**src/rtl/core/bba_pkg.sv**
```systemverilog
// Shared item types and code constants for the buddy block allocator.
package bba_pkg;

    localparam logic OP_ALLOC = 1'b0;
    localparam logic OP_FREE  = 1'b1;

    localparam logic [1:0] STATUS_OK        = 2'd0;
    localparam logic [1:0] STATUS_TOO_LARGE = 2'd1;
    localparam logic [1:0] STATUS_NO_SPACE  = 2'd2;

    typedef struct packed {
        logic        operation;
        logic [31:0] request_size;
        logic [17:0] block_offset;
    } bba_in_t;

    typedef struct packed {
        logic [1:0]  status;
        logic [17:0] granted_offset;
        logic [4:0]  granted_order;
        logic [18:0] bytes_in_use;
    } bba_out_t;

endpackage

```
**src/rtl/core/buddy_block_allocator.sv**
```systemverilog
// Buddy allocator for one segment: order search, block split, free check and merge.
//
// Usage: present an item on command and pulse start while busy is low; the item
// is taken at that clock edge and busy rises. The block walks the item through a
// small sequencer that reuses one compare/add unit and reads one free-map level
// per cycle. The result appears on result for exactly one cycle with done high,
// in the same cycle that busy falls; the receiver cannot stall it, so capture it
// on that edge. A new item may be started in the done cycle. Steps per item:
// first the order search tries the candidate orders upward from BASE_ORDER
// (L = order - BASE_ORDER). An allocation then takes a space check, a scan
// of the levels upward for a free block and the splits down to the order.
// A free takes an overlap check over every level and then merges upward
// with free buddies, one merge step per level.
// An out-of-range or oversized item finishes right after the order search.
// Offsets are byte offsets; free blocks are taken from the lowest fitting
// level that holds one, lowest offset first within that level.
module buddy_block_allocator
    import bba_pkg::*;
#(
    parameter int BASE_ORDER = 12,
    parameter int LEVELS     = 7
)
(
    input  logic     clk,
    input  logic     rst_n,
    input  logic     start,
    input  bba_in_t  command,
    output logic     busy,
    output logic     done,
    output bba_out_t result
);

    localparam int TOP_ORDER = BASE_ORDER + LEVELS - 1;
    localparam int UW        = TOP_ORDER + 1;          // byte counts up to the segment size
    localparam int IW        = LEVELS - 1;             // block index width at level 0
    localparam int NBLK      = 1 << IW;                // blocks at level 0
    localparam int LW        = (LEVELS > 1) ? $clog2(LEVELS) : 1;

    localparam logic [UW-1:0] MIN_BYTES = UW'(1) << BASE_ORDER;
    localparam logic [UW-1:0] SEG_BYTES = UW'(1) << TOP_ORDER;
    localparam logic [LW-1:0] LAST_LVL  = LW'(LEVELS - 1);

    typedef logic [NBLK-1:0] row_t;
    typedef logic [IW-1:0]   idx_t;
    typedef logic [LW-1:0]   lvl_t;

    typedef enum logic [2:0] {
        S_IDLE,
        S_SIZE,     // find the order: one threshold compare per cycle
        S_CHECK,    // byte budget check for an allocation
        S_SEARCH,   // scan levels upward for a free block
        S_SPLIT,    // split down, freeing each upper half
        S_OVL,      // check that no part of the freed block is already free
        S_MERGE     // merge with free buddies upward
    } state_t;

    state_t       state_reg, state_next;
    logic         op_reg, op_next;
    logic [31:0]  size_reg, size_next;
    logic [17:0]  offs_reg, offs_next;
    lvl_t         lvl_reg, lvl_next;
    lvl_t         j_reg, j_next;
    idx_t         i_reg, i_next;
    logic [UW-1:0] thr_reg, thr_next;
    logic [UW-1:0] used_reg, used_next;
    row_t         fm_reg [LEVELS];
    row_t         fm_next [LEVELS];
    logic         done_reg, done_next;
    bba_out_t     res_reg, res_next;

    // Shared datapath terms
    row_t          row;
    row_t          lowbit;
    idx_t          lowidx;
    idx_t          base0;
    idx_t          hmask;
    lvl_t          mlvl;
    row_t          match_vec;
    logic [UW-1:0] raised;
    logic [UW-1:0] avail;
    logic [4:0]    cur_order;
    logic [17:0]   cur_offset;
    idx_t          buddy;

    function automatic bba_out_t make_result(logic [1:0] st, logic [17:0] off,
                                             logic [4:0] ord, logic [UW-1:0] used);
        bba_out_t r;
        r.status         = st;
        r.granted_offset = off;
        r.granted_order  = ord;
        r.bytes_in_use   = 19'(used);
        return r;
    endfunction

    assign row       = fm_reg[j_reg];
    assign lowbit    = row & (~row + row_t'(1));
    assign base0     = idx_t'(i_reg << lvl_reg);
    assign mlvl      = (j_reg > lvl_reg) ? j_reg : lvl_reg;
    assign hmask     = ~((idx_t'(1) << mlvl) - idx_t'(1));
    assign raised    = (size_reg < 32'(MIN_BYTES)) ? MIN_BYTES : UW'(size_reg);
    assign avail     = SEG_BYTES - used_reg;
    assign cur_order = 5'(BASE_ORDER) + 5'(lvl_reg);
    assign cur_offset = 18'((UW'(base0)) << BASE_ORDER);
    assign buddy     = i_reg ^ idx_t'(1);

    // Encode the lowest set bit of the selected row
    always_comb
    begin
        lowidx = '0;
        for (int k = 0; k < NBLK; k++)
        begin
            if (lowbit[k])
            begin
                lowidx = lowidx | idx_t'(k);
            end
        end
    end

    // Mark every block of the selected level that overlaps the block being freed
    always_comb
    begin
        for (int k = 0; k < NBLK; k++)
        begin
            match_vec[k] = (((idx_t'(k) << j_reg) ^ base0) & hmask) == '0;
        end
    end

    always_comb
    begin
        state_next = state_reg;
        op_next    = op_reg;
        size_next  = size_reg;
        offs_next  = offs_reg;
        lvl_next   = lvl_reg;
        j_next     = j_reg;
        i_next     = i_reg;
        thr_next   = thr_reg;
        used_next  = used_reg;
        for (int k = 0; k < LEVELS; k++)
        begin
            fm_next[k] = fm_reg[k];
        end
        done_next  = 1'b0;
        res_next   = res_reg;

        unique case (state_reg)
            S_IDLE:
            begin
                if (start)
                begin
                    op_next    = command.operation;
                    size_next  = command.request_size;
                    offs_next  = command.block_offset;
                    lvl_next   = '0;
                    thr_next   = MIN_BYTES;
                    state_next = S_SIZE;
                end
            end

            S_SIZE:
            begin
                if (32'(thr_reg) >= size_reg)
                begin
                    if (op_reg == OP_ALLOC)
                    begin
                        state_next = S_CHECK;
                    end
                    else if ((32'(offs_reg) >> TOP_ORDER) != 32'd0)
                    begin
                        // block index beyond the segment
                        state_next = S_IDLE;
                        done_next  = 1'b1;
                        res_next   = make_result(STATUS_NO_SPACE, '0, '0, used_reg);
                    end
                    else
                    begin
                        i_next     = idx_t'((32'(offs_reg) >> BASE_ORDER) >> lvl_reg);
                        j_next     = '0;
                        state_next = S_OVL;
                    end
                end
                else if (lvl_reg == LAST_LVL)
                begin
                    state_next = S_IDLE;
                    done_next  = 1'b1;
                    res_next   = make_result(STATUS_TOO_LARGE, '0, '0, used_reg);
                end
                else
                begin
                    lvl_next = lvl_reg + lvl_t'(1);
                    thr_next = thr_reg << 1;
                end
            end

            S_CHECK:
            begin
                if (raised > avail)
                begin
                    state_next = S_IDLE;
                    done_next  = 1'b1;
                    res_next   = make_result(STATUS_NO_SPACE, '0, '0, used_reg);
                end
                else
                begin
                    j_next     = lvl_reg;
                    state_next = S_SEARCH;
                end
            end

            S_SEARCH:
            begin
                if (row != '0)
                begin
                    i_next                 = lowidx;
                    fm_next[j_reg][lowidx] = 1'b0;
                    state_next             = S_SPLIT;
                end
                else if (j_reg == LAST_LVL)
                begin
                    state_next = S_IDLE;
                    done_next  = 1'b1;
                    res_next   = make_result(STATUS_NO_SPACE, '0, '0, used_reg);
                end
                else
                begin
                    j_next = j_reg + lvl_t'(1);
                end
            end

            S_SPLIT:
            begin
                if (j_reg == lvl_reg)
                begin
                    used_next  = used_reg + thr_reg;
                    state_next = S_IDLE;
                    done_next  = 1'b1;
                    res_next   = make_result(STATUS_OK, cur_offset, cur_order,
                                             used_reg + thr_reg);
                end
                else
                begin
                    // drop one level, keep the lower half, free the upper half
                    j_next = j_reg - lvl_t'(1);
                    i_next = idx_t'(i_reg << 1);
                    fm_next[j_reg - lvl_t'(1)][idx_t'(i_reg << 1) | idx_t'(1)] = 1'b1;
                end
            end

            S_OVL:
            begin
                if ((row & match_vec) != '0)
                begin
                    state_next = S_IDLE;
                    done_next  = 1'b1;
                    res_next   = make_result(STATUS_NO_SPACE, '0, '0, used_reg);
                end
                else if (j_reg == LAST_LVL)
                begin
                    j_next     = lvl_reg;
                    state_next = S_MERGE;
                end
                else
                begin
                    j_next = j_reg + lvl_t'(1);
                end
            end

            S_MERGE:
            begin
                if (j_reg != LAST_LVL && fm_reg[j_reg][buddy])
                begin
                    fm_next[j_reg][buddy] = 1'b0;
                    i_next = i_reg >> 1;
                    j_next = j_reg + lvl_t'(1);
                end
                else
                begin
                    fm_next[j_reg][i_reg] = 1'b1;
                    used_next  = (used_reg >= thr_reg) ? (used_reg - thr_reg) : '0;
                    state_next = S_IDLE;
                    done_next  = 1'b1;
                    res_next   = make_result(STATUS_OK, '0, cur_order,
                                             (used_reg >= thr_reg) ? (used_reg - thr_reg) : '0);
                end
            end

            default:
            begin
                state_next = S_IDLE;
            end
        endcase
    end

    always_ff @(posedge clk or negedge rst_n)
    begin
        if (!rst_n)
        begin
            state_reg <= S_IDLE;
            op_reg    <= OP_ALLOC;
            size_reg  <= '0;
            offs_reg  <= '0;
            lvl_reg   <= '0;
            j_reg     <= '0;
            i_reg     <= '0;
            thr_reg   <= '0;
            used_reg  <= '0;
            for (int k = 0; k < LEVELS - 1; k++)
            begin
                fm_reg[k] <= '0;
            end
            fm_reg[LEVELS-1] <= row_t'(1);
            done_reg  <= 1'b0;
            res_reg   <= '0;
        end
        else
        begin
            state_reg <= state_next;
            op_reg    <= op_next;
            size_reg  <= size_next;
            offs_reg  <= offs_next;
            lvl_reg   <= lvl_next;
            j_reg     <= j_next;
            i_reg     <= i_next;
            thr_reg   <= thr_next;
            used_reg  <= used_next;
            for (int k = 0; k < LEVELS; k++)
            begin
                fm_reg[k] <= fm_next[k];
            end
            done_reg  <= done_next;
            res_reg   <= res_next;
        end
    end

    assign busy   = (state_reg != S_IDLE);
    assign done   = done_reg;
    assign result = res_reg;

endmodule

```
**config.mk**
```make
export PLATFORM = sky130hd
export DESIGN_NAME = buddy_block_allocator
export DESIGN_NICKNAME = d
export VERILOG_FILES = /design/src/rtl/core/bba_pkg.sv /design/src/rtl/core/buddy_block_allocator.sv
export SDC_FILE = /design/constraint.sdc
export NUM_CORES = 2
export LEC_CHECK = 0
export ABC_AREA = 1
export BUFFER_PORTS_ARGS = -buffer_cell sky130_fd_sc_hd__buf_2
export CORE_MARGIN = 2
export CORE_UTILIZATION = 33
export CTS_CLUSTER_DIAMETER = 150
export DETAILED_ROUTE_END_ITERATION = 8
export PLACE_DENSITY = 0.57
export SYNTH_ARGS = -nofsm -noshare
export SYNTH_HDL_FRONTEND = slang
export SYNTH_SLANG_ARGS = --single-unit
```
**constraint.sdc**
```tcl
create_clock -name clk -period 4.3 [get_ports clk]
set_input_delay 1.075 -clock clk [delete_from_list [all_inputs] [get_ports clk]]
set_output_delay 1.075 -clock clk [all_outputs]
set_load 0.05 [all_outputs]
```
# ---- Word level (Yosys, flattened, before mapping)
# Index checks and enable logic that the tools add are counted.
dict set report totals {
  word_cells 609
  output_inout_bits 46
  ff_bits 597
}
dict set report op_classes {
  n_eq_ne 31
  shift 67
  n_lt_le_gt_ge 17
  bitwise_logic 141
  n_addsub 9
  reduce_logical 88
  mux 235
}
# operator count
set ops {}
lappend ops {{two-way mux 448 bit} 6}
lappend ops {{one-hot mux 448 bit (3 select lines)} 1}
lappend ops {{AND 448 bit} 2}
lappend ops {{NOT 448 bit} 2}
lappend ops {{bitwise OR 448 bit} 2}
lappend ops {{two-way mux 44 bit} 18}
lappend ops {{demux 64 bit (select 3 bit)} 4}
lappend ops {{AND 6 bit} 64}
lappend ops {{zero test 6 bit} 64}
lappend ops {{two-way mux 64 bit} 6}
lappend ops {{XOR 6 bit} 64}
lappend ops {{two-way mux 6 bit} 46}
lappend ops {{one-hot mux 44 bit (6 select lines)} 1}
lappend ops {{two-way mux 19 bit} 13}
lappend ops {{binary-select mux 64 bit (select 3 bit)} 1}
lappend ops {{two-way mux 3 bit} 64}
lappend ops {{<< shifter 6 x 3 -> 6 bit, first input constant} 32}
lappend ops {{AND 64 bit} 2}
lappend ops {{nonzero test 64 bit} 2}
lappend ops {{<< shifter 5 x 3 -> 6 bit, first input constant} 16}
lappend ops {{two-way mux 5 bit} 16}
lappend ops {{one-hot mux 19 bit (2 select lines)} 2}
lappend ops {{adder 64 x 1 -> 64 bit, second input constant} 1}
lappend ops {{two-way mux 32 bit} 2}
lappend ops {{55 further kinds} 157}

# ---- Depth between registers and ports, before layout
dict set report logic_depth {
  ltp_word 81
  ltp_mapped 31
  ltp_nobuf 26
}

# ---- Worst setup path after synthesis
# OpenSTA, ideal clock, no wires.
dict set report synth_path {
  path_kind {flip-flop to flip-flop}
  start {register j_reg[0]}
  end {register res_reg (netlist bit result[11])}
  slack_ps 286
  path_stages_with_launch 32
  t_arrival_ps 3940
  path_buffers 7
  cell_sequence {dfrtp_1 buf_6 inv_4 buf_2 buf_2 ha_1 nand3_1 nand2_1 buf_2 nand2_1 o21ai_2 buf_4 nand3_1 ha_1 o21ai_0 a21oi_1 nor2_1 nand2_1 inv_2 nand2_1 nor2_1 nor2_1 nand2_1 nor2_1 nand2_1 nor2_1 nand3_2 nand2_2 buf_6 buf_6 nand2_2 o21ai_2}
}
dict set report synth_between {
  elab_chain_len 11
  elab_cells_between_ends 280
  cone_classes {add/sub (1); order compare (1); eq/ne (8); shift (65); mux (6); bitwise (131); reduce/logical (68)}
}
# element line
set synth_lines {}
lappend synth_lines {{start: declaration} buddy_block_allocator.sv:62} ;# lvl_t j_reg, j_next;
lappend synth_lines {{start signal: assignment} buddy_block_allocator.sv:322} ;# j_reg <= j_next;
lappend synth_lines {{> comparator 3 bit} buddy_block_allocator.sv:98} ;# assign mlvl = (j_reg > lvl_reg) ? j_reg : lvl_reg;
lappend synth_lines {{two-way mux 3 bit} buddy_block_allocator.sv:98}
lappend synth_lines {{<< shifter 1 x 3 -> 6 bit} buddy_block_allocator.sv:99} ;# assign hmask = ~((idx_t'(1) << mlvl) - idx_t'(1));
lappend synth_lines {{subtractor 6 x 1 -> 6 bit} buddy_block_allocator.sv:99}
lappend synth_lines {{NOT 6 bit} buddy_block_allocator.sv:99}
lappend synth_lines {{AND 6 bit} buddy_block_allocator.sv:124} ;# match_vec[k] = (((idx_t'(k) << j_reg) ^ base0) & hmask) == '0;
lappend synth_lines {{zero test 6 bit} buddy_block_allocator.sv:124}
lappend synth_lines {{AND 64 bit} buddy_block_allocator.sv:251} ;# if ((row & match_vec) != '0)
lappend synth_lines {{nonzero test 64 bit} buddy_block_allocator.sv:251}
lappend synth_lines {{inequality test 2 bit (no line)} --}
lappend synth_lines {{AND reduction 9 bit (no line) (*)} --}
lappend synth_lines {{end signal: assignment} buddy_block_allocator.sv:331} ;# res_reg <= res_next;
lappend synth_lines {{end: declaration} buddy_block_allocator.sv:69} ;# bba_out_t res_reg, res_next;
# Mark *: on every way between the ends. The rest lies on a longest branch, timed or not. The select of a mux whose other input is x is not followed.
# A chain may end at the register's enable or synchronous reset.

# ---- Worst setup path in the final report
dict set report layout_path {
  start {register j_reg[0]}
  end {register i_reg[5]}
}
dict set report layout_between {
  elab_chain_len 42
  elab_cells_between_ends 52
  cone_classes {add/sub (1); eq/ne (5); mux (40); bitwise (3); reduce/logical (3)}
}
# element line
set layout_lines {}
lappend layout_lines {{NOT 3 -> 4 bit (implied by the code)} {buddy_block_allocator.sv:95, buddy_block_allocator.sv:270}}
lappend layout_lines {{binary-select mux 64 bit (select 3 bit)} {buddy_block_allocator.sv:95, buddy_block_allocator.sv:270}}
lappend layout_lines {{two-way mux 64 bit (implied by the code) (2 in series)} {buddy_block_allocator.sv:95, buddy_block_allocator.sv:270}}
lappend layout_lines {{NOT 64 bit} buddy_block_allocator.sv:96} ;# assign lowbit = row & (~row + row_t'(1));
lappend layout_lines {{adder 64 x 1 -> 64 bit} buddy_block_allocator.sv:96}
lappend layout_lines {{AND 64 bit} buddy_block_allocator.sv:96}
lappend layout_lines {{two-way mux 6 bit (32 in series)} buddy_block_allocator.sv:112} ;# if (lowbit[k])
lappend layout_lines {{two-way mux 6 bit} buddy_block_allocator.sv:212} ;# if (row != '0)
lappend layout_lines {{two-way mux 6 bit} buddy_block_allocator.sv:146} ;# unique case (state_reg)
lappend layout_lines {{one-hot mux 6 bit (4 select lines)} buddy_block_allocator.sv:146}
lappend layout_lines {{end signal: assignment} buddy_block_allocator.sv:323} ;# i_reg <= i_next;
lappend layout_lines {{end: declaration} buddy_block_allocator.sv:63} ;# idx_t i_reg, i_next;
# Several ways; a longest one is shown, not always the timed one. The select of a mux whose other input is x is not followed.

==> impl_metrics.env <==
export IMPL_status="complete, no violations"
export IMPL_die_area_um2=157000
export IMPL_wl_met3_mm=27.5
export IMPL_finalHoldViolCount=0
export IMPL_cts_path_max_buffers=3
export IMPL_combPwrFrac_pct=48.1
export IMPL_synth_top_area_share_pct=27.5
export IMPL_crit_path_end_kind="register"
export IMPL_syn_area_um2=50800
export IMPL_leakagePower_nw=26.6
export IMPL_hold_path_class="in -> async"
export IMPL_cp_endpoint="i_reg[5]$_DFFE_PN0P_"
export IMPL_yosys_area_share_simple_pct=32.7
export IMPL_syn_inst=8394
export IMPL_drive_above_1_share_pct=11.2
export IMPL_n_fill_cell=16201
export IMPL_coreArea_um2=152000
export IMPL_r2r_start="j_reg[0]$_DFFE_PN0P_"
export IMPL_clk_latency_ps=730
export IMPL_drc_errors=0
export IMPL_dpl_cell_count=10472
export IMPL_arrival_ps=4800
export IMPL_cap_violations=0
export IMPL_fin_tns_setup_ps=0
export IMPL_worst_ep_required_time_ps=4870
export IMPL_r2r_cells=20
export IMPL_setup_worst_path_start="j_reg[0]$_DFFE_PN0P_"
export IMPL_synth_common_cells="nand2_1, o21ai_0, nor2_1, nand3_1, dfrtp_1"
export IMPL_slew_violations=0
export IMPL_synthAdderAreaFrac_pct=1.58
export IMPL_io_pins=100
export IMPL_yosysMostFrequentCell="nand2_1"
export IMPL_yosys_most_used_dff="dfrtp_1"
export IMPL_synth_edf_count=0
export IMPL_drtIter0Drc=8834
export IMPL_numCtsBuffers=77
export IMPL_met1_length_mm=105
export IMPL_post_route_period_util_pct=98.6
export IMPL_drt_first_pass_iters=8
export IMPL_worstPathMaxFanout=48
export IMPL_wl_per_cell_um=23.9
export IMPL_fp_row_count=143
export IMPL_r2r_slack_ps=60
export IMPL_peakVddDrop_uv=500
export IMPL_p_int_mw=13.9
export IMPL_clk_pin_slew_worst_paths_ps=60
export IMPL_ctsHoldBuffers=0
export IMPL_fin_crit_ps=4240
export IMPL_synth_compound_area_share_pct=28.5
export IMPL_grt_use_total_pct=31.2
export IMPL_sw_frac_of_total_pct=44.9
export IMPL_power_frac_seq_pct=24.7
export IMPL_synth_top_family_by_area="simple AND/OR/NAND/NOR gates"
export IMPL_ys_seq_area_share_pct=27.6
export IMPL_cp_start_kind="register"
export IMPL_timing_hold_ws_ps=272
export IMPL_largest_reg_flops=448
export IMPL_ys_types=58
export IMPL_die_h_um=396
export IMPL_detailroute_via_count=63506
export IMPL_worst_pin_slew_ps=1190
export IMPL_grt_ovfl_total=0
export IMPL_antenna_found_initial=8
export IMPL_gp_congestion=1.05
export IMPL_drt_total_wl_mm=254
export IMPL_r2r_end="i_reg[5]$_DFFE_PN0P_"
export IMPL_async_reset_ff_share_pct=100
export IMPL_final_nets=8645
export IMPL_wl_met2_mm=108
export IMPL_place_port_buffers=75
export IMPL_avgSynthCellArea_um2=6.05
export IMPL_ys_ff_latch=560
export IMPL_worst_clock_skew_ps=39.5
export IMPL_cts_max_level=3
export IMPL_stdcell_count=10622
export IMPL_postLayoutCellArea_um2=59900
export IMPL_yosysWarnings=0
export IMPL_root_buffer="clkbuf_16"
export IMPL_grt_first_pass_wirelength_mm=377
export IMPL_finalSetupViolations=0
export IMPL_slew_limit_headroom_pct=20.0
export IMPL_clock_fmax_ghz=0.236
export IMPL_place_area_um2=57000
export IMPL_cts_tree="done"
export IMPL_synth_mux_area_share_pct=0
export IMPL_antenna_left=0
export IMPL_synth_area_top_cells="dfrtp_1, nand2_1, o21ai_0"
export IMPL_p_switching_mw=11.4
export IMPL_synth_largest_area_cell="dfrtp_1"
export IMPL_setup_worst_path_class="reg -> reg"
export IMPL_clkPwrFrac_pct=27.2
export IMPL_grt_pass1_vias=57567
export IMPL_power_density_nw_per_um2=422
export IMPL_avgViaCountPerCell=5.98
export IMPL_grt_max_degree=142
export IMPL_synthToLayoutAreaGrowth_pct=18.0
export IMPL_die_x_um=396
export IMPL_final_util_pct=39.3
export IMPL_tritoncts_num_sinks=560
export IMPL_start_util_pct=33.3
export IMPL_top_layer="met5"
export IMPL_synthXorXnorAreaFrac_pct=0.655
export IMPL_hpwl_mm=169
==> cell type report <==
| class | count | area [um^2] | area share, % |
|---|---|---|---|
| clock inverter | 32 | 399 | 0.666 |
| clock buffer | 107 | 2230 | 3.73 |
| multi-input combinational | 6732 | 32500 | 54.2 |
| timing repair buffer | 695 | 6450 | 10.8 |
| tap | 2030 | 2540 | 4.24 |
| sequential | 560 | 14000 | 23.4 |
| inverter | 462 | 1780 | 2.97 |
| antenna | 4 | 10.0 | 0.0167 |
==> power groups by stage <==
stage / combinational, mW / clock, mW / sequential [mW]
detailed placement: 11.7 / 0 / 6.32
CTS: 11.7 / 6.96 / 6.23
global placement: 11.6 / 0 / 6.30
finish: 12.2 / 6.89 / 6.25
floorplan: 6.23 / 0 / 6.21
global route: 12.9 / 7.18 / 6.32
==> cell families (layout without fill, tap and decap cells) <==
logic type | count (synthesis) | in the layout
compound gates | 2589 | 2589
xor+xnor | 38 | 38
fa+ha+maj | 63 | 63
buf+inv | 1113 | 1296
flops | 560 | 560
other cells | 1 | 16
simple gates | 4030 | 4030
==> cells in the final DEF (no fill, tap or decap), types with 15 or more instances in the layout <==
| master | netlist | layout |
|---|---|---|
| buf_4 | 29 | 503 |
| nor2_4 | 6 | 16 |
| o211ai_1 | 409 | 409 |
| clkbuf_16 | 0 | 79 |
| dfrtp_1 | 559 | 556 |
| buf_12 | 0 | 104 |
| buf_2 | 170 | 74 |
| nand4_1 | 71 | 71 |
| clkinv_2 | 0 | 18 |
| inv_1 | 427 | 422 |
| a211oi_1 | 26 | 26 |
| xor2_1 | 33 | 33 |
| a21oi_1 | 483 | 483 |
| nand2_2 | 18 | 27 |
| o22ai_1 | 22 | 21 |
| o21ai_1 | 165 | 166 |
| a31oi_1 | 183 | 183 |
| nor2_1 | 1094 | 1081 |
| clkbuf_8 | 0 | 15 |
| nor3_1 | 49 | 46 |
| ha_1 | 61 | 61 |
| inv_2 | 21 | 18 |
| nand3b_1 | 15 | 15 |
| nand2_1 | 1987 | 1971 |
| o21ai_0 | 1252 | 1249 |
| nand3_1 | 743 | 733 |
| nor2_2 | 18 | 21 |
==> repair_timing <==
| action | CTS | global route |
|---|---|---|
| setup endpoints to repair | 24 | 355 |
| buffers inserted | 0 | 7 |
| pin swaps | 0 | 6 |
| resized for setup | 1 | 50 |
==> through the flow <==
stage               setup WS, ps  power (mW)
detailed placement         -33.7        18.0
global route               -6.59        26.4
finish                      61.6        25.3
floorplan                    286        12.4
global placement           -35.7        17.9
CTS                         1.20        24.9
==> metal layers <==
layer | track usage [%] | vias to the layer above
met5 | 0 | -
met4 | 15.3 | 8
met3 | 5.86 | 732
met2 | 46.3 | 3755
met1 | 43.2 | 30073
li1 | - | 28938
==> worst min path at each step <==
stage / start / end / cells past startpoint
final: rst_n / fm_reg[201]$_DFFE_PN0P_ / 1
after global routing: rst_n / fm_reg[201]$_DFFE_PN0P_ / 1
after CTS: rst_n / fm_reg[201]$_DFFE_PN0P_ / 1
after detailed placement: size_reg[29]$_DFFE_PN0P_ / size_reg[29]$_DFFE_PN0P_ / 2
after global placement: size_reg[29]$_DFFE_PN0P_ / size_reg[29]$_DFFE_PN0P_ / 2
after floorplan: offs_reg[12]$_DFFE_PN0P_ / offs_reg[12]$_DFFE_PN0P_ / 2
==> critical path, cell delays in order, from the launching register on <==
cell	delay, ps
dfrtp_4	470
inv_4	80
buf_16	180
nor2_4	240
buf_12	210
buf_4	180
nand2_1	60
nand3_1	80
nand2_1	260
nand2_1	250
nor2_1	100
nand2_1	120
nor2_2	90
buf_4	140
nand2_1	270
nand3_1	120
nor2_1	180
nand2_1	120
buf_4	150
o21ai_0	500
a21boi_0	180
(Power assumes the default switching activity.)
